### src/design/pps_pkg.sv
// pps_pkg: types and constants shared by the preemptive priority scheduler
// item and result structs, table entry layout, item kind codes
// no dependencies
`timescale 1ns / 1ps

package pps_pkg;

  localparam int PC_W    = 5;
  localparam int SLOT_W  = 4;
  localparam int BURST_W = 8;
  localparam int TIME_W  = 16;
  localparam int PRIO_W  = 8;
  localparam int SUM_W   = 32;

  localparam logic [PC_W-1:0] PC_RESET = 5'd1;

  localparam logic KIND_LOAD = 1'b0;
  localparam logic KIND_TICK = 1'b1;

  typedef struct packed {
    logic              kind;
    logic [SLOT_W-1:0]  slot;
    logic [BURST_W-1:0] burst_length;
    logic [TIME_W-1:0]  arrival_time;
    logic [PRIO_W-1:0]  priority_level;
  } in_item_t;

  typedef struct packed {
    logic [SLOT_W-1:0] running_slot;
    logic              idle;
    logic              all_done;
    logic [TIME_W-1:0] current_time;
    logic [SUM_W-1:0]  total_waiting;
    logic [SUM_W-1:0]  total_turnaround;
  } result_t;

  typedef struct packed {
    logic [BURST_W-1:0] remaining;
    logic [TIME_W-1:0]  arrival;
    logic [PRIO_W-1:0]  prio;
  } entry_t;

endpackage

### src/design/preemptive_priority_scheduler_top.sv
// preemptive_priority_scheduler_top: sequencer, totals and result register
// depends on pps_pkg, pps_proc_table and pps_scan_unit
//
// usage: an item is taken when start is high and busy is low. a load item
// writes one table slot in the accepting cycle and leaves busy low, so loads
// may follow every cycle. a tick item walks the slots in use through the single
// read port of the table, one slot per cycle, then decides, writes back the
// chosen slot's burst and forms the result; busy stays high through the scan and
// the drain, decide and result states, N = min(process_count, MAX_PROCESSES) slots
// scanned; when no slot is in use only the decide and result states are passed.
// the result is shown for exactly one cycle with result_strobe_o, in the cycle
// in which busy falls; the receiver must take it then, it cannot stall the block.
// load items produce no result. process_count is written on the cfg channel,
// always ready, and must only change while the block is idle.
// reset clears time, totals, the current process and sets process_count to 1.
// the table has no clearing pass: slots are undefined until loaded.
`timescale 1ns / 1ps

module preemptive_priority_scheduler_top import pps_pkg::*; #(
  parameter int MAX_PROCESSES = 16
) (
  input  logic            clk_i,
  input  logic            rst_ni,
  input  logic            start,
  output logic            busy,
  input  in_item_t        in_item_i,
  output logic            result_strobe_o,
  output result_t         result_o,
  input  logic            cfg_valid_i,
  output logic            cfg_ready_o,
  input  logic [PC_W-1:0] cfg_data_i
);

  localparam int IW = (MAX_PROCESSES > 1) ? $clog2(MAX_PROCESSES) : 1;
  localparam int CW = $clog2(MAX_PROCESSES + 1);

  typedef enum logic [4:0] {
    ST_IDLE   = 5'b00001,
    ST_SCAN   = 5'b00010,
    ST_DRAIN  = 5'b00100,
    ST_DECIDE = 5'b01000,
    ST_RESULT = 5'b10000
  } state_e;

  state_e state_q, state_d;

  logic [PC_W-1:0]   pc_q, pc_d;
  logic [IW-1:0]     cur_slot_q, cur_slot_d;
  logic              cur_valid_q, cur_valid_d;
  logic [TIME_W-1:0] tick_q, tick_d;
  logic [SUM_W-1:0]  waiting_q, waiting_d;
  logic [SUM_W-1:0]  burst_sum_q, burst_sum_d;
  logic              strobe_q, strobe_d;

  logic [TIME_W-1:0] now_q, now_d;
  logic [CW-1:0]     count_q, count_d;
  logic [IW-1:0]     rd_idx_q, rd_idx_d;
  logic              eval_q, eval_d;
  logic [IW-1:0]     eval_idx_q, eval_idx_d;
  logic [SLOT_W-1:0] dec_slot_q, dec_slot_d;
  logic              dec_idle_q, dec_idle_d;
  logic              dec_done_q, dec_done_d;
  result_t           result_q, result_d;

  logic          accept;
  logic          slot_ok;
  logic [CW-1:0] count_in_use;
  logic          scan_clear;

  logic          wr_en;
  logic [IW-1:0] wr_addr;
  entry_t        wr_data;
  entry_t        rd_data;

  logic          best_valid;
  logic [IW-1:0] best_idx;
  entry_t        best_entry;
  logic          cur_ready;
  entry_t        cur_entry;
  logic [CW-1:0] ready_cnt;
  logic [CW-1:0] busy_cnt;

  logic            use_cur;
  logic [IW-1:0]   chosen_idx;
  entry_t          chosen_entry;
  logic            last_tick_of_chosen;
  logic [CW-1:0]   wait_inc;
  logic [SUM_W:0]  wait_sum;
  logic [SUM_W:0]  turn_sum;
  logic [SUM_W:0]  burst_acc;

  assign accept       = start && !busy;
  assign slot_ok      = (int'(in_item_i.slot) < MAX_PROCESSES);
  assign count_in_use = (int'(pc_q) > MAX_PROCESSES) ? CW'(MAX_PROCESSES) : CW'(pc_q);
  assign scan_clear   = accept && (in_item_i.kind == KIND_TICK);

  assign busy        = (state_q != ST_IDLE);
  assign cfg_ready_o = 1'b1;

  // decision from the finished scan
  assign use_cur      = cur_ready && !(best_entry.prio < cur_entry.prio);
  assign chosen_idx   = use_cur ? cur_slot_q : best_idx;
  assign chosen_entry = use_cur ? cur_entry : best_entry;
  assign last_tick_of_chosen = best_valid && (chosen_entry.remaining == BURST_W'(1));
  assign wait_inc     = best_valid ? (ready_cnt - 1'b1) : '0;
  assign wait_sum     = {1'b0, waiting_q} + (SUM_W + 1)'(wait_inc);
  assign turn_sum     = {1'b0, waiting_q} + {1'b0, burst_sum_q};
  assign burst_acc    = {1'b0, burst_sum_q} + (SUM_W + 1)'(in_item_i.burst_length);

  // table write: loads in idle, burst write-back when deciding
  always_comb begin
    wr_en   = 1'b0;
    wr_addr = IW'(in_item_i.slot);
    wr_data = '{remaining: in_item_i.burst_length,
                arrival:   in_item_i.arrival_time,
                prio:      in_item_i.priority_level};
    if (state_q == ST_DECIDE) begin
      wr_en   = best_valid;
      wr_addr = chosen_idx;
      wr_data = '{remaining: chosen_entry.remaining - 1'b1,
                  arrival:   chosen_entry.arrival,
                  prio:      chosen_entry.prio};
    end else if (accept && (in_item_i.kind == KIND_LOAD) && slot_ok) begin
      wr_en = 1'b1;
    end
  end

  always_comb begin
    state_d     = state_q;
    pc_d        = pc_q;
    cur_slot_d  = cur_slot_q;
    cur_valid_d = cur_valid_q;
    tick_d      = tick_q;
    waiting_d   = waiting_q;
    burst_sum_d = burst_sum_q;
    strobe_d    = 1'b0;
    now_d       = now_q;
    count_d     = count_q;
    rd_idx_d    = rd_idx_q;
    eval_d      = 1'b0;
    eval_idx_d  = eval_idx_q;
    dec_slot_d  = dec_slot_q;
    dec_idle_d  = dec_idle_q;
    dec_done_d  = dec_done_q;
    result_d    = result_q;

    if (cfg_valid_i && cfg_ready_o) begin
      pc_d = cfg_data_i;
    end

    unique case (state_q)
      ST_IDLE: begin
        if (accept) begin
          if (in_item_i.kind == KIND_LOAD) begin
            if (slot_ok) begin
              burst_sum_d = burst_acc[SUM_W] ? '1 : burst_acc[SUM_W-1:0];
            end
          end else begin
            now_d    = tick_q;
            count_d  = count_in_use;
            rd_idx_d = '0;
            if (tick_q != '1) begin
              tick_d = tick_q + 1'b1;
            end
            state_d = (count_in_use == '0) ? ST_DECIDE : ST_SCAN;
          end
        end
      end
      ST_SCAN: begin
        eval_d     = 1'b1;
        eval_idx_d = rd_idx_q;
        if (CW'(rd_idx_q) == (count_q - 1'b1)) begin
          state_d = ST_DRAIN;
        end else begin
          rd_idx_d = rd_idx_q + 1'b1;
        end
      end
      ST_DRAIN: begin
        state_d = ST_DECIDE;
      end
      ST_DECIDE: begin
        cur_valid_d = best_valid;
        if (best_valid) begin
          cur_slot_d = chosen_idx;
          waiting_d  = wait_sum[SUM_W] ? '1 : wait_sum[SUM_W-1:0];
        end
        dec_slot_d = best_valid ? SLOT_W'(chosen_idx) : '0;
        dec_idle_d = !best_valid;
        dec_done_d = ((busy_cnt - CW'(last_tick_of_chosen)) == '0);
        state_d    = ST_RESULT;
      end
      ST_RESULT: begin
        result_d.running_slot     = dec_slot_q;
        result_d.idle             = dec_idle_q;
        result_d.all_done         = dec_done_q;
        result_d.current_time     = now_q;
        result_d.total_waiting    = waiting_q;
        result_d.total_turnaround = turn_sum[SUM_W] ? '1 : turn_sum[SUM_W-1:0];
        strobe_d = 1'b1;
        state_d  = ST_IDLE;
      end
      default: begin
        state_d = ST_IDLE;
      end
    endcase
  end

  always_ff @(posedge clk_i or negedge rst_ni) begin
    if (!rst_ni) begin
      state_q     <= ST_IDLE;
      pc_q        <= PC_RESET;
      cur_slot_q  <= '0;
      cur_valid_q <= 1'b0;
      tick_q      <= '0;
      waiting_q   <= '0;
      burst_sum_q <= '0;
      strobe_q    <= 1'b0;
      rd_idx_q    <= '0;
      eval_q      <= 1'b0;
    end else begin
      state_q     <= state_d;
      pc_q        <= pc_d;
      cur_slot_q  <= cur_slot_d;
      cur_valid_q <= cur_valid_d;
      tick_q      <= tick_d;
      waiting_q   <= waiting_d;
      burst_sum_q <= burst_sum_d;
      strobe_q    <= strobe_d;
      rd_idx_q    <= rd_idx_d;
      eval_q      <= eval_d;
    end
  end

  always_ff @(posedge clk_i) begin
    now_q      <= now_d;
    count_q    <= count_d;
    eval_idx_q <= eval_idx_d;
    dec_slot_q <= dec_slot_d;
    dec_idle_q <= dec_idle_d;
    dec_done_q <= dec_done_d;
    result_q   <= result_d;
  end

  pps_proc_table #(
    .DEPTH (MAX_PROCESSES),
    .IW    (IW)
  ) u_table (
    .clk_i     (clk_i),
    .wr_en_i   (wr_en),
    .wr_addr_i (wr_addr),
    .wr_data_i (wr_data),
    .rd_addr_i (rd_idx_q),
    .rd_data_o (rd_data)
  );

  pps_scan_unit #(
    .IW (IW),
    .CW (CW)
  ) u_scan (
    .clk_i        (clk_i),
    .rst_ni       (rst_ni),
    .clear_i      (scan_clear),
    .eval_i       (eval_q),
    .eval_idx_i   (eval_idx_q),
    .entry_i      (rd_data),
    .now_i        (now_q),
    .cur_valid_i  (cur_valid_q),
    .cur_slot_i   (cur_slot_q),
    .best_valid_o (best_valid),
    .best_idx_o   (best_idx),
    .best_entry_o (best_entry),
    .cur_ready_o  (cur_ready),
    .cur_entry_o  (cur_entry),
    .ready_cnt_o  (ready_cnt),
    .busy_cnt_o   (busy_cnt)
  );

  assign result_strobe_o = strobe_q;
  assign result_o        = result_q;

`ifndef SYNTH
  a_strobe_after_result : assert property (@(posedge clk_i) disable iff (!rst_ni)
    result_strobe_o |-> $past(state_q == ST_RESULT))
    else $error("result strobe without a finished tick");

  a_idle_slot_zero : assert property (@(posedge clk_i) disable iff (!rst_ni)
    (result_strobe_o && result_o.idle) |-> (result_o.running_slot == '0))
    else $error("idle result carries a slot");

  a_turn_ge_wait : assert property (@(posedge clk_i) disable iff (!rst_ni)
    result_strobe_o |-> (result_o.total_turnaround >= result_o.total_waiting))
    else $error("turnaround below waiting total");

  a_eval_in_range : assert property (@(posedge clk_i) disable iff (!rst_ni)
    eval_q |-> (CW'(eval_idx_q) < count_q))
    else $error("scan evaluated a slot outside the slots in use");

  a_no_writeback_idle_tick : assert property (@(posedge clk_i) disable iff (!rst_ni)
    ((state_q == ST_DECIDE) && !best_valid) |=> !cur_valid_q)
    else $error("current process kept after an idle tick");
`endif

endmodule

### src/design/pps_proc_table.sv
// pps_proc_table: process table memory, one write and one registered read port
// depends on pps_pkg for the entry layout
`timescale 1ns / 1ps

module pps_proc_table import pps_pkg::*; #(
  parameter int DEPTH = 16,
  parameter int IW    = 4
) (
  input  logic          clk_i,
  input  logic          wr_en_i,
  input  logic [IW-1:0] wr_addr_i,
  input  entry_t        wr_data_i,
  input  logic [IW-1:0] rd_addr_i,
  output entry_t        rd_data_o
);

  entry_t mem [DEPTH];
  entry_t rd_data_q;

  always_ff @(posedge clk_i) begin
    if (wr_en_i) begin
      mem[wr_addr_i] <= wr_data_i;
    end
  end

  always_ff @(posedge clk_i) begin
    rd_data_q <= mem[rd_addr_i];
  end

  assign rd_data_o = rd_data_q;

endmodule

### src/design/pps_scan_unit.sv
// pps_scan_unit: evaluates one table entry per cycle while eval_i is high and keeps the running best
// ready process, ready and unfinished counts, and the entry of the current slot
// depends on pps_pkg
`timescale 1ns / 1ps

module pps_scan_unit import pps_pkg::*; #(
  parameter int IW = 4,
  parameter int CW = 5
) (
  input  logic              clk_i,
  input  logic              rst_ni,
  input  logic              clear_i,
  input  logic              eval_i,
  input  logic [IW-1:0]     eval_idx_i,
  input  entry_t            entry_i,
  input  logic [TIME_W-1:0] now_i,
  input  logic              cur_valid_i,
  input  logic [IW-1:0]     cur_slot_i,
  output logic              best_valid_o,
  output logic [IW-1:0]     best_idx_o,
  output entry_t            best_entry_o,
  output logic              cur_ready_o,
  output entry_t            cur_entry_o,
  output logic [CW-1:0]     ready_cnt_o,
  output logic [CW-1:0]     busy_cnt_o
);

  logic          best_valid_q, best_valid_d;
  logic [IW-1:0] best_idx_q, best_idx_d;
  entry_t        best_entry_q, best_entry_d;
  logic          cur_ready_q, cur_ready_d;
  entry_t        cur_entry_q, cur_entry_d;
  logic [CW-1:0] ready_cnt_q, ready_cnt_d;
  logic [CW-1:0] busy_cnt_q, busy_cnt_d;

  logic unfinished;
  logic ready;

  assign unfinished = (entry_i.remaining != '0);
  assign ready      = unfinished && (entry_i.arrival <= now_i);

  always_comb begin
    best_valid_d = best_valid_q;
    best_idx_d   = best_idx_q;
    best_entry_d = best_entry_q;
    cur_ready_d  = cur_ready_q;
    cur_entry_d  = cur_entry_q;
    ready_cnt_d  = ready_cnt_q;
    busy_cnt_d   = busy_cnt_q;
    if (clear_i) begin
      best_valid_d = 1'b0;
      cur_ready_d  = 1'b0;
      ready_cnt_d  = '0;
      busy_cnt_d   = '0;
    end else if (eval_i) begin
      if (unfinished) begin
        busy_cnt_d = busy_cnt_q + 1'b1;
      end
      // strict compare keeps the lowest slot on equal priority
      if (ready) begin
        ready_cnt_d = ready_cnt_q + 1'b1;
        if (!best_valid_q || (entry_i.prio < best_entry_q.prio)) begin
          best_valid_d = 1'b1;
          best_idx_d   = eval_idx_i;
          best_entry_d = entry_i;
        end
      end
      if (cur_valid_i && (eval_idx_i == cur_slot_i)) begin
        cur_ready_d = ready;
        cur_entry_d = entry_i;
      end
    end
  end

  always_ff @(posedge clk_i or negedge rst_ni) begin
    if (!rst_ni) begin
      best_valid_q <= 1'b0;
      cur_ready_q  <= 1'b0;
      ready_cnt_q  <= '0;
      busy_cnt_q   <= '0;
    end else begin
      best_valid_q <= best_valid_d;
      cur_ready_q  <= cur_ready_d;
      ready_cnt_q  <= ready_cnt_d;
      busy_cnt_q   <= busy_cnt_d;
    end
  end

  always_ff @(posedge clk_i) begin
    best_idx_q   <= best_idx_d;
    best_entry_q <= best_entry_d;
    cur_entry_q  <= cur_entry_d;
  end

  assign best_valid_o = best_valid_q;
  assign best_idx_o   = best_idx_q;
  assign best_entry_o = best_entry_q;
  assign cur_ready_o  = cur_ready_q;
  assign cur_entry_o  = cur_entry_q;
  assign ready_cnt_o  = ready_cnt_q;
  assign busy_cnt_o   = busy_cnt_q;

endmodule
### config.mk
export PLATFORM = sky130hd
export DESIGN_NAME = preemptive_priority_scheduler_top
export DESIGN_NICKNAME = d
export VERILOG_FILES = /design/src/design/pps_pkg.sv /design/src/design/preemptive_priority_scheduler_top.sv /design/src/design/pps_proc_table.sv /design/src/design/pps_scan_unit.sv
export SDC_FILE = /design/constraint.sdc
export NUM_CORES = 1
export LEC_CHECK = 0
export BUFFER_PORTS_ARGS = -buffer_cell sky130_fd_sc_hd__buf_2
export CORE_UTILIZATION = 55
export DETAILED_ROUTE_END_ITERATION = 10
export GPL_TIMING_DRIVEN = 0
export PLACE_DENSITY = 0.73
export SYNTH_ARGS = -nofsm -noshare
export SYNTH_HDL_FRONTEND = slang
export SYNTH_HIERARCHICAL = 1
export SYNTH_SLANG_ARGS = --single-unit
### constraint.sdc
create_clock -name clk_i -period 12 [get_ports clk_i]
set_input_delay 1.8 -clock clk_i [delete_from_list [all_inputs] [get_ports clk_i]]
set_output_delay 1.8 -clock clk_i [all_outputs]
set_load 0.03 [all_outputs]
# After elaboration in Yosys (flattened, before gate mapping)
# Memory sizes are Yosys's and may differ from the RTL's. A register that Yosys moved wholly into a read port is not among the register bits.
# Cells that the tools add are included.
# W data, S select, Z words.
[word_totals]
ff_bits = 298
latch_bits = 0
ramBits = 512
mem_bits_ro = 0
input_bits = 46
out_inout_bits = 89
word_cells = 133
memories = 1
[op_classes]
addsub = 11
n_mul = 0
div_mod_pow = 0
magnitude_cmp = 4
eq_ne = 14
shifts = 0
muxes = 36
bitwise = 2
reduce_logical = 32
[mem_list]
columns = ["memory", "depth", "word_bits", "read_ports", "rd_clocked_by_memory_dff", "write_ports", "line_no", "text"]
rows = [
  ["u_table.mem", 16, 32, 1, 1, 1, "pps_proc_table.sv:17", "entry_t mem [DEPTH];"],
]
[op_table]
columns = ["operator", "n"]
rows = [
  ["$mux W32", 4],
  ["$mux W5", 11],
  ["$add A32 B32 Y33", 1],
  ["$add A32 B5 Y33", 1],
  ["$add A32 B8 Y33", 1],
  ["$mux W4", 6],
  ["$pmux W5 S4", 1],
  ["$add A16 B1 Y16 const B", 1],
  ["$le A16 B16 Y1", 1],
  ["$lt A8 B8 Y1", 2],
  ["$ne A16 B16 Y1 const B", 1],
  ["$reduce_and A3 Y1", 5],
  ["$mux W1", 13],
  ["$reduce_and A4 Y1", 3],
  ["$reduce_bool A2 Y1", 6],
  ["$add A5 B1 Y5 const B", 2],
  ["$logic_not A5 Y1", 2],
  ["$sub A5 B1 Y5 const B", 2],
  ["$eq A8 B1 Y1 const B", 1],
  ["$ne A2 B2 Y1 const B", 4],
  ["$pmux W4 S2", 1],
  ["$reduce_and A2 Y1", 4],
  ["$reduce_bool A8 Y1", 1],
  ["$sub A8 B1 Y8 const B", 1],
  ["other kinds (15)", 24],
]

# Logic depth before layout (Yosys ltp)
# Gate-level depths: netlist (run 1).
[logic_depth]
ltp_word = 8
depth_mapped = 16

# By module
# The synthesis (run 1) kept the hierarchy.
[by_module_without_submodules]
columns = ["module", "instances", "cells_per_inst", "area_each_um2", "seq_area_each_um2"]
rows = [
  ["pps_proc_table", 1, 838, 19835.3, 16015.4],
  ["preemptive_priority_scheduler_top", 1, 1131, 11877.6, 6043.3],
  ["pps_scan_unit", 1, 223, 3314.4, 2342.2],
]

# Worst setup path after synthesis (run 1)
# No wires, ideal clock.
[synth_path]
kind = "in2reg"
startpoint = "input in_item_i[36] (netlist name)"
endpoint = "register u_scan.best_entry_q, in the netlist u_scan/best_entry_o[0] (enable)"
setup_ps = 484
arrival_ps = 5067
required_time_ps = 11516
path_slack_ps = 6449
path_stages = 5
path_buffers = 1
cell_sequence = "and2_1 nand3_1 inv_2 clkbuf_1 a211oi_1"
[synth_via]
elab_chain_cells = 3
[synth_lines]
columns = ["item", "line_no", "text"]
rows = [
  ["start, declared", "preemptive_priority_scheduler_top.sv:26", "input in_item_t in_item_i,"],
  ["$logic_and A1 B1 Y1", "preemptive_priority_scheduler_top.sv:95", "assign scan_clear = accept && (in_item_i.kind == KIND_TICK);"],
  ["net scan_clear", "preemptive_priority_scheduler_top.sv:68", "logic scan_clear;"],
  ["$not A1 Y1 (no source line)", "n/a", ""],
  ["$reduce_and A4 Y1 (no source line)", "n/a", ""],
  ["end signal, assigned", "pps_scan_unit.sv:91", "best_entry_q <= best_entry_d;"],
  ["end, declared", "pps_scan_unit.sv:30", "entry_t best_entry_q, best_entry_d;"],
]
# The timed path passes the listed nets, and every way through them passes these cells.
# A chain may end at the register's enable or synchronous reset.

# Worst setup path in the final report (run 1)
[layout_path]
startpoint = "register u_scan.best_entry_q, in the netlist u_scan/best_entry_o[1]"
endpoint = "memory u_table/mem[11][14] (netlist name) (enable)"
[layout_via]
elab_chain_cells = 5
[layout_lines]
columns = ["item", "line_no", "text"]
rows = [
  ["$lt A8 B8 Y1", "preemptive_priority_scheduler_top.sv:101", "assign use_cur = cur_ready && !(best_entry.prio < cur_entry.prio);"],
  ["$logic_not A1 Y1", "preemptive_priority_scheduler_top.sv:101", ""],
  ["$logic_and A1 B1 Y1", "preemptive_priority_scheduler_top.sv:101", ""],
  ["$mux W4", "preemptive_priority_scheduler_top.sv:102", "assign chosen_idx = use_cur ? cur_slot_q : best_idx;"],
  ["$mux W4", "preemptive_priority_scheduler_top.sv:117", "if (state_q == ST_DECIDE) begin"],
  ["net wr_addr[1]", "preemptive_priority_scheduler_top.sv:71", "logic [IW-1:0] wr_addr;"],
  ["end, declared", "pps_proc_table.sv:17", ""],
]
# The timed path passes the listed nets, and every way through them passes these cells.

==> results of run 1 <==
cell families (layout without fill, tap and decap cells):
logic type | Yosys count | count (layout)
other cells | 1 | 1
mux | 179 | 179
xor+xnor | 89 | 89
simple gates | 510 | 510
flops | 842 | 842
compound gates | 334 | 334
fa+ha+maj | 87 | 87
buf+inv | 150 | 483
power by group:
part / total (mW) / switching, mW / internal (mW)
combinational: 0.803 / 0.433 / 0.370
clock: 2.59 / 1.10 / 1.49
sequential: 3.37 / 0.0933 / 3.28
total: 6.76 / 1.63 / 5.13
stage by stage:
stage	instances	area [sq um]	hold WS [ps]	worst slack (ps)	total power, mW
after floorplan	2192	35000	400	6450	3.98
after global placement	3171	36800	411	3480	4.18
after detailed placement	3213	37500	406	6630	4.22
after CTS	3370	40200	421	6540	6.79
after global routing	3371	40200	431	6370	6.98
final	3371	40200	418	6460	6.76
cells in the final DEF (no fill, tap or decap), types with 35 or more instances in the layout:
cell type  count
nand3_1       50
o21ai_0       65
mux4_2       128
clkbuf_1      55
xor2_1        35
nor2_1        62
clkbuf_16     88
xnor2_1       54
inv_1         71
ha_1          84
edfxtp_1     697
nand2_1      191
dfrtp_1      111
buf_2        147
a21oi_1       81
a22oi_1       65
path summary, 6_finish.rpt:
check / depth (start not counted) / to / start
worst max-delay path: 11 / u_table/mem[11][14] / u_scan/best_entry_o[1]
worst min-delay path: 0 / result_o[83] / dec_slot_q[1]
worst max register to register: 11 / u_table/mem[11][14] / u_scan/best_entry_o[1]
min in group asynchronous: 1 / waiting_q[21] / rst_ni
max in group asynchronous: 2 / state_q[0] / rst_ni
worst min register to register: 0 / result_o[83] / dec_slot_q[1]
flip-flops by register name, summed over array words and instances (netlist names), 32 cells and up:
register and count:
u_scan/cur_entry_o 32, u_scan/best_entry_o 32, result_o 86, waiting_q 32
u_table/mem 512, u_table/rd_data_o 32, burst_sum_q 32
layout make-up:
cell class                      instances  share of cell area
Timing Repair Buffer                  176              0.0314
Clock buffer                          108              0.0578
Clock inverter                         49              0.0103
Sequential cell                       842               0.607
Buffer                                 76             0.00886
Multi-Input combinational cell       1200               0.252
Tap cell                              846              0.0263
Inverter                               74             0.00722
worst register-to-register path, delay by kind of cell (launching register included):
| family | cells | cell delay [ps] |
|---|---|---|
| AOI/OAI and AO/OA | 5 | 2000 |
| adders and majority gates | 1 | 310 |
| buffers and inverters | 1 | 280 |
| DFF | 1 | 420 |
| muxes | 1 | 270 |
| and+or+nand+nor | 3 | 1930 |
layer usage:
layer,GRT usage,part of all wire
met1,0.340,0.39
met2,0.428,0.49
met4,0.0847,0.030
met5,0,0.00021
met3,0.0481,0.085
==> impl_metrics.py, run 1 <==
metrics = {
    "floorplanning": {
        "rows": 92,
        "core_sq_um": 63000,
        "ios": 135,
        "fp.dieW_um": 254,
        "die_area_sq_um": 64700,
        "die_y_um": 254,
        "start_util": 0.556,
    },
    "global_route": {
        "track_usage": 0.256,
        "grt_remaining_overflow": 0,
        "antenna_found_initial": 2,
        "grt_pass1_vias": 20600,
        "grt_max_degree": 88,
        "grt_first_pass_wirelength_um": 122000,
    },
    "pwr": {
        "p_per_area_nw_per_um2": 168,
        "leakage_nw": 14.6,
        "ir_worst_vdd_mv": 0.175,
    },
    "critical_path": {
        "crit_fanout": 18,
        "arrival_ps": 5860,
        "slowest_stage": "o21ai_0",
        "max_stage_delay_ps": 1180,
        "crit_buf_inv": 1,
        "critical_path.endpoint_type": "flop",
        "r2r_setup_slack_ps": 6460,
        "startpoint_type": "flop",
        "crit_chain": "ha_1, a21o_1, a21o_1, a21oi_1, o21ai_0, nand2_1, mux2i_1, o21ai_0, nand2_1, nor2_4, buf_12",
        "required_ps": 12320,
        "worstSetupPathType": "reg -> reg",
        "path_delay_family": "compound AO/OA/AOI/OAI gates",
    },
    "clock_network": {
        "cts_hold_buf": 0,
        "clock_sinks": 842,
        "cts_root_buffer": "clkbuf_16",
        "clk_latency_ps": 640,
        "cts_made_buffers": 84,
        "cts.clk_slew.worst_paths_ps": 60,
        "postCtsSetupBuffers": 0,
        "cts_htree_levels": 3,
        "post_cts_resize_count": 0,
        "cts_buffer_depth": 3,
        "cts_tree": "done",
    },
    "synth": {
        "synthAdderAreaFrac": 0.0317,
        "synth_most_common_cell": "edfxtp_1",
        "ys_types": 85,
        "avgSynthCellArea_sq_um": 16.0,
        "synth_top_cell_by_area": "edfxtp_1",
        "synth_top_area_share": 0.598,
        "netlist_area_sq_um": 35000,
        "synth_edf_count": 697,
        "synth-xor-area-share": 0.0223,
        "synth_common_cells": "edfxtp_1 (697), nand2_1 (191), mux4_2 (128)",
        "ys_ff_latch": 842,
        "ys.flop_type": "edfxtp_1",
        "async_flop_share": 0.134,
        "synth_nets": 2325,
        "synthMuxAreaShare": 0.0978,
        "synth_warnings": 6,
        "synthSimpleGateAreaFrac": 0.0724,
        "synthTopCellsByArea": "edfxtp_1 (60%), mux4_2 (8.2%), dfrtp_1 (7.9%), ha_1 (3.0%), nand2_1 (2.0%)",
        "synth-seq-area-share": 0.697,
        "synth_compound_area_frac": 0.0607,
        "netlist_instances": 2192,
        "synth_top_family_by_area": "multiplexers",
    },
    "routing": {
        "first_iter_violations": 2206,
        "dr.pass1.iters": 6,
        "antenna_left": 0,
        "vias": 20600,
        "drc_errors": 0,
        "post_drt_wl_per_cell_um": 24.2,
        "wl_um": 81600,
        "vias_per_cell": 6.11,
    },
    "timing": {
        "slew_headroom": -0.0149,
        "fin_crit_ps": 5540,
        "finalHoldViolCount": 0,
        "worstMarginPinSlew_ps": 1510,
        "rsz0062_at_grt": "no",
        "fin_skew_ps": 30.0,
        "maxSlewViolCount": 8,
        "period_share": 0.462,
        "fmax_mhz": 180,
        "setup_viol": 0,
        "fin_setup_tns_ps": 0,
    },
    "outcome": {
        "status": "finished with violations",
        "violations": "capacitance limit, slew limit",
    },
    "cells_and_area": {
        "fin_util": 0.639,
        "fillers": 4343,
        "fin_nets": 2587,
        "final_layout_size_suffix_gt1_frac": 0.206,
        "multi_input_area_sq_um": 10100,
        "seqCellArea_sq_um": 24400,
        "syn_to_final_growth_pct": 14.9,
        "diodes": 0,
    },
    "min_path": {
        "hp-class": "reg -> reg",
    },
    "flow_run": {
        "max_cap_viol_count": 1,
    },
    "placement": {
        "place_hpwl_um": 55000,
        "port_buffers": 133,
        "finalWeightedCongestion": 0.852,
    },
}
Note: power is estimated with default switching activity, not from simulation.
==> run 2, diff against run 1 <==
Clock period 12 ns to 5.8 ns, I/O delays scaled along.
==> impl_metrics.py, run 2 (synthesis results as in run 1) <==
metrics = {
    "global_route": {
        "grt_first_pass_wirelength_um": 122000,
        "antenna_found_initial": 2,
        "grt_remaining_overflow": 0,
        "grt_max_degree": 88,
        "track_usage": 0.256,
        "grt_pass1_vias": 20600,
    },
    "cells_and_area": {
        "layout_commonest_cell": "edfxtp_1",
        "regMostFlops": "u_table/mem",
        "final_cell_mix": "edfxtp_1 (697), nand2_1 (191), buf_2 (147)",
        "syn_to_final_growth_pct": 14.9,
        "fin_nets": 2587,
        "diodes": 0,
        "final_layout_size_suffix_gt1_frac": 0.206,
        "final_cells": 3371,
        "largest_reg_flops": 512,
    },
    "clock_network": {
        "cts.clk_slew.worst_paths_ps": 60,
        "cts_htree_levels": 3,
        "clock_sinks": 842,
        "cts_made_buffers": 84,
        "postCtsSetupBuffers": 0,
        "cts_hold_buf": 0,
        "post_cts_resize_count": 0,
        "cts_root_buffer": "clkbuf_16",
        "cts_buffer_depth": 3,
        "clk_latency_ps": 640,
        "cts_tree": "done",
    },
    "floorplanning": {
        "fp.dieW_um": 254,
        "ios": 135,
        "rows": 92,
        "die_area_sq_um": 64700,
        "die_y_um": 254,
        "core_sq_um": 63000,
        "start_util": 0.556,
    },
    "timing": {
        "fin_setup_tns_ps": 0,
        "fin_skew_ps": 28.0,
        "period_share": 0.951,
        "rsz0062_at_grt": "no",
        "setup_viol": 0,
        "worstMarginPinSlew_ps": 1480,
        "slew_headroom": 0.000551,
        "finalHoldViolCount": 0,
        "fmax_mhz": 181,
        "maxSlewViolCount": 0,
        "fin_crit_ps": 5520,
    },
    "routing": {
        "antenna_left": 0,
        "dr.pass1.iters": 6,
        "post_drt_wl_per_cell_um": 24.2,
        "vias": 20600,
        "wl_um": 81500,
        "vias_per_cell": 6.10,
        "first_iter_violations": 2216,
        "drc_errors": 0,
    },
    "pwr": {
        "leakage_nw": 14.6,
        "ir_worst_vdd_mv": 0.361,
        "p_per_area_nw_per_um2": 348,
    },
    "outcome": {
        "violations": "capacitance limit",
        "status": "finished with violations",
    },
    "critical_path": {
        "crit_chain": "ha_1, a21o_1, a21o_1, a21oi_1, o21ai_0, nand2_1, mux2i_1, o21ai_0, nand2_1, nor2_4, buf_12",
        "max_stage_delay_ps": 1160,
        "arrival_ps": 5840,
        "slowest_stage": "o21ai_0",
        "cp-startpoint": "u_scan/best_entry_o[1]",
        "r2r_setup_slack_ps": 280,
        "worstSetupPathType": "reg -> reg",
        "crit_fanout": 18,
        "critical_path.endpoint_type": "flop",
        "r2r_end": "u_table/mem[11][14]",
        "startpoint_type": "flop",
        "required_ps": 6120,
        "timing.rr.start": "u_scan/best_entry_o[1]",
        "reg2reg_depth": 11,
    },
    "placement": {
        "port_buffers": 133,
        "dp_cells": 3213,
        "place_hpwl_um": 55000,
        "finalWeightedCongestion": 0.852,
    },
    "min_path": {
        "hp-class": "in -> async",
    },
    "flow_run": {
        "max_cap_viol_count": 1,
    },
}
[run 2: cell counts in the layout (fill, tap and decap cells not counted)]
No cell type changed its count.
[run 2: metrics by stage]
step	util	power, mW	area, sq um	worst slack [ps]	hold WS, ps
after global routing	0.639	14.4	40200	242	111
after detailed placement	0.595	8.74	37500	432	406
after floorplan	-	8.24	35000	606	400
final	0.639	14.0	40200	285	115
after CTS	0.639	14.1	40200	342	99.0
after global placement	0.584	8.65	36800	-2720	411
[run 2: cell type report]
class                   instances  area (sq um)
flip-flops and latches        842         24400
fillers                      4343         22700
multi-input cells            1200         10100
clock buffers                 108          2330
repair buffers                176          1260
well taps                     846          1060
clock inverters                49           414
plain buffers                  76           357
inverters                      74           290
[run 2: worst max path at each step]
stage	endpoint	slack (ps)
2_1_floorplan	u_table/mem[0][0]	610
3_3_place_gp	u_table/mem[8][9]	-2720
3_5_place_dp	u_table/mem[0][30]	430
4_1_cts	u_table/mem[4][30]	340
5_1_grt	u_table/mem[11][21]	240
6_report	u_table/mem[11][14]	280
[run 2: worst max-delay path: cells and delay by family, from the launching register on]
family	cells	cell delay, ps
muxes	1	260
DFF	1	420
buffers and inverters	1	280
adders and majority gates	1	310
AOI/OAI and AO/OA	5	1970
and+or+nand+nor	3	1930
[run 2: routing by layer]
layer	track usage	up-vias	share of wire
li1	-	9046	-
met1	0.340	10400	0.39
met2	0.428	954	0.49
met3	0.0481	162	0.084
met4	0.0847	2	0.030
met5	0	-	0.00021
[run 2: where the power goes]
part           switching [mW]  internal [mW]
clock                    2.28           3.08
combinational           0.896          0.765
sequential              0.194           6.78
total                    3.36           10.6
==> run 3, diff against run 2 <==
Settings changed: PLACE_DENSITY 0.73 to 0.72.
Clock period 5.8 ns to 6.7 ns, I/O delays scaled along.
==> impl_metrics.py, run 3 (synthesis results as in run 1) <==
metrics = {
    "outcome": {
        "status": "finished, final reports clean",
    },
    "clock_network": {
        "post_cts_resize_count": 0,
        "cts_htree_levels": 3,
        "cts_tree": "done",
        "cts_root_buffer": "clkbuf_16",
        "clk_latency_ps": 650,
        "postCtsSetupBuffers": 0,
        "cts_hold_buf": 0,
        "clock_sinks": 842,
        "cts.clk_slew.worst_paths_ps": 60,
        "cts_made_buffers": 85,
        "cts_buffer_depth": 3,
    },
    "cells_and_area": {
        "syn_to_final_growth_pct": 15.4,
        "diodes": 0,
        "final_cells": 3372,
        "regMostFlops": "u_table/mem",
        "fin_nets": 2587,
        "final_layout_size_suffix_gt1_frac": 0.207,
        "largest_reg_flops": 512,
        "fin_area_sq_um": 40400,
        "final_cell_mix": "edfxtp_1 (697), nand2_1 (191), buf_2 (146)",
        "layout_commonest_cell": "edfxtp_1",
    },
    "routing": {
        "vias": 20600,
        "first_iter_violations": 1958,
        "vias_per_cell": 6.10,
        "wl_um": 82300,
        "drc_errors": 0,
        "dr.pass1.iters": 5,
        "antenna_left": 0,
        "post_drt_wl_per_cell_um": 24.4,
    },
    "placement": {
        "port_buffers": 133,
        "placed_area_sq_um": 37500,
        "finalWeightedCongestion": 0.895,
        "place_hpwl_um": 56100,
        "dp_cells": 3210,
    },
    "critical_path": {
        "r2r_setup_slack_ps": 1200,
        "r2r_end": "u_table/mem[15][13]",
        "reg2reg_depth": 11,
        "arrival_ps": 5850,
        "startpoint_type": "flop",
        "critical_path.endpoint_type": "flop",
        "timing.rr.start": "u_scan/best_entry_o[1]",
        "crit_fanout": 17,
        "worstSetupPathType": "reg -> reg",
        "required_ps": 7050,
    },
    "global_route": {
        "grt_pass1_vias": 20600,
        "antenna_found_initial": 0,
        "grt_remaining_overflow": 0,
        "grt_max_degree": 78,
        "track_usage": 0.259,
        "grt_first_pass_wirelength_um": 123000,
    },
    "timing": {
        "setup_viol": 0,
        "maxSlewViolCount": 0,
        "fin_crit_ps": 5500,
        "finalHoldViolCount": 0,
        "rsz0062_at_grt": "no",
        "hold_ws_ps": 254,
        "fin_setup_tns_ps": 0,
        "slew_headroom": 0.0357,
        "worstMarginPinSlew_ps": 1430,
        "period_share": 0.822,
        "fin_skew_ps": 31.3,
        "fmax_mhz": 182,
    },
    "pwr": {
        "ir_worst_vdd_mv": 0.256,
        "pwr-share-clk": 0.395,
        "combPwrFrac": 0.116,
        "p_sw_frac": 0.238,
        "leakage_nw": 14.7,
        "power_switching_mw": 2.94,
        "p_per_area_nw_per_um2": 306,
        "power.total_mw": 12.4,
        "seqPwrFrac": 0.489,
        "internal_power_mw": 9.41,
    },
    "flow_run": {
        "max_cap_viol_count": 0,
    },
    "floorplanning": {
        "die_y_um": 254,
        "start_util": 0.556,
        "die_area_sq_um": 64700,
        "ios": 135,
        "core_sq_um": 63000,
        "fp.dieW_um": 254,
        "rows": 92,
    },
    "min_path": {
        "hp-class": "in -> async",
    },
}
==> run 3: cell types whose count changed in the layout (fill, tap and decap cells not counted), sizes merged <==
cell    delta
buf        -1
clkbuf     +3
clkinv     -5
inv        -1
bufinv     +5
==> run 3: metrics by stage <==
stage	setup WS [ps]	utilization
finish	1200	0.642
global route	1040	0.642
CTS	1260	0.641
detailed placement	1310	0.595
global placement	-1650	0.584
floorplan	1510	-
==> run 3: critical path, cell delays in order, from the launching register on <==
cell and delay [ps]:
edfxtp_1 420, ha_1 300, a21o_1 110, a21o_1 110, a21oi_1 80, o21ai_0 570, nand2_1 600, mux2i_1 280
o21ai_0 1130, nand2_1 540, nor2_4 800, buf_16 250
==> run 3: layer usage <==
| layer | global-route usage | share of wire |
|---|---|---|
| met1 | 0.352 | 0.39 |
| met2 | 0.432 | 0.50 |
| met3 | 0.0412 | 0.083 |
| met4 | 0.0768 | 0.024 |
| met5 | 0 | 0 |
==> run 3: worst max path at each step <==
stage | end | startpoint | slack, ps
2_1_floorplan | u_table/mem[0][0] | u_scan/best_entry_o[5] | 1510
5_1_grt | u_table/mem[15][6] | u_scan/best_entry_o[1] | 1040
3_5_place_dp | u_table/mem[5][30] | u_scan/best_entry_o[1] | 1310
3_3_place_gp | u_table/mem[0][14] | u_scan/best_entry_o[5] | -1650
4_1_cts | u_table/mem[8][30] | u_scan/best_entry_o[5] | 1260
6_report | u_table/mem[15][13] | u_scan/best_entry_o[1] | 1200
==> run 3: layout make-up <==
class                      instances  area, sq um
multi-input combinational       1200        10100
fill                            4356        22500
inverter                          74          290
clock buffer                     111         2350
sequential                       842        24400
tap                              846         1060
timing repair buffer             175         1280
clock inverter                    48          566
buffer                            76          357
==> run 3: power groups by stage <==
stage | clock network [mW] | registers, mW | logic [mW]
finish | 4.87 | 6.04 | 1.44
global route | 5.13 | 6.06 | 1.57
CTS | 4.93 | 6.04 | 1.44
detailed placement | 0 | 6.15 | 1.43
global placement | 0 | 6.14 | 1.35
floorplan | 0 | 6.07 | 1.06
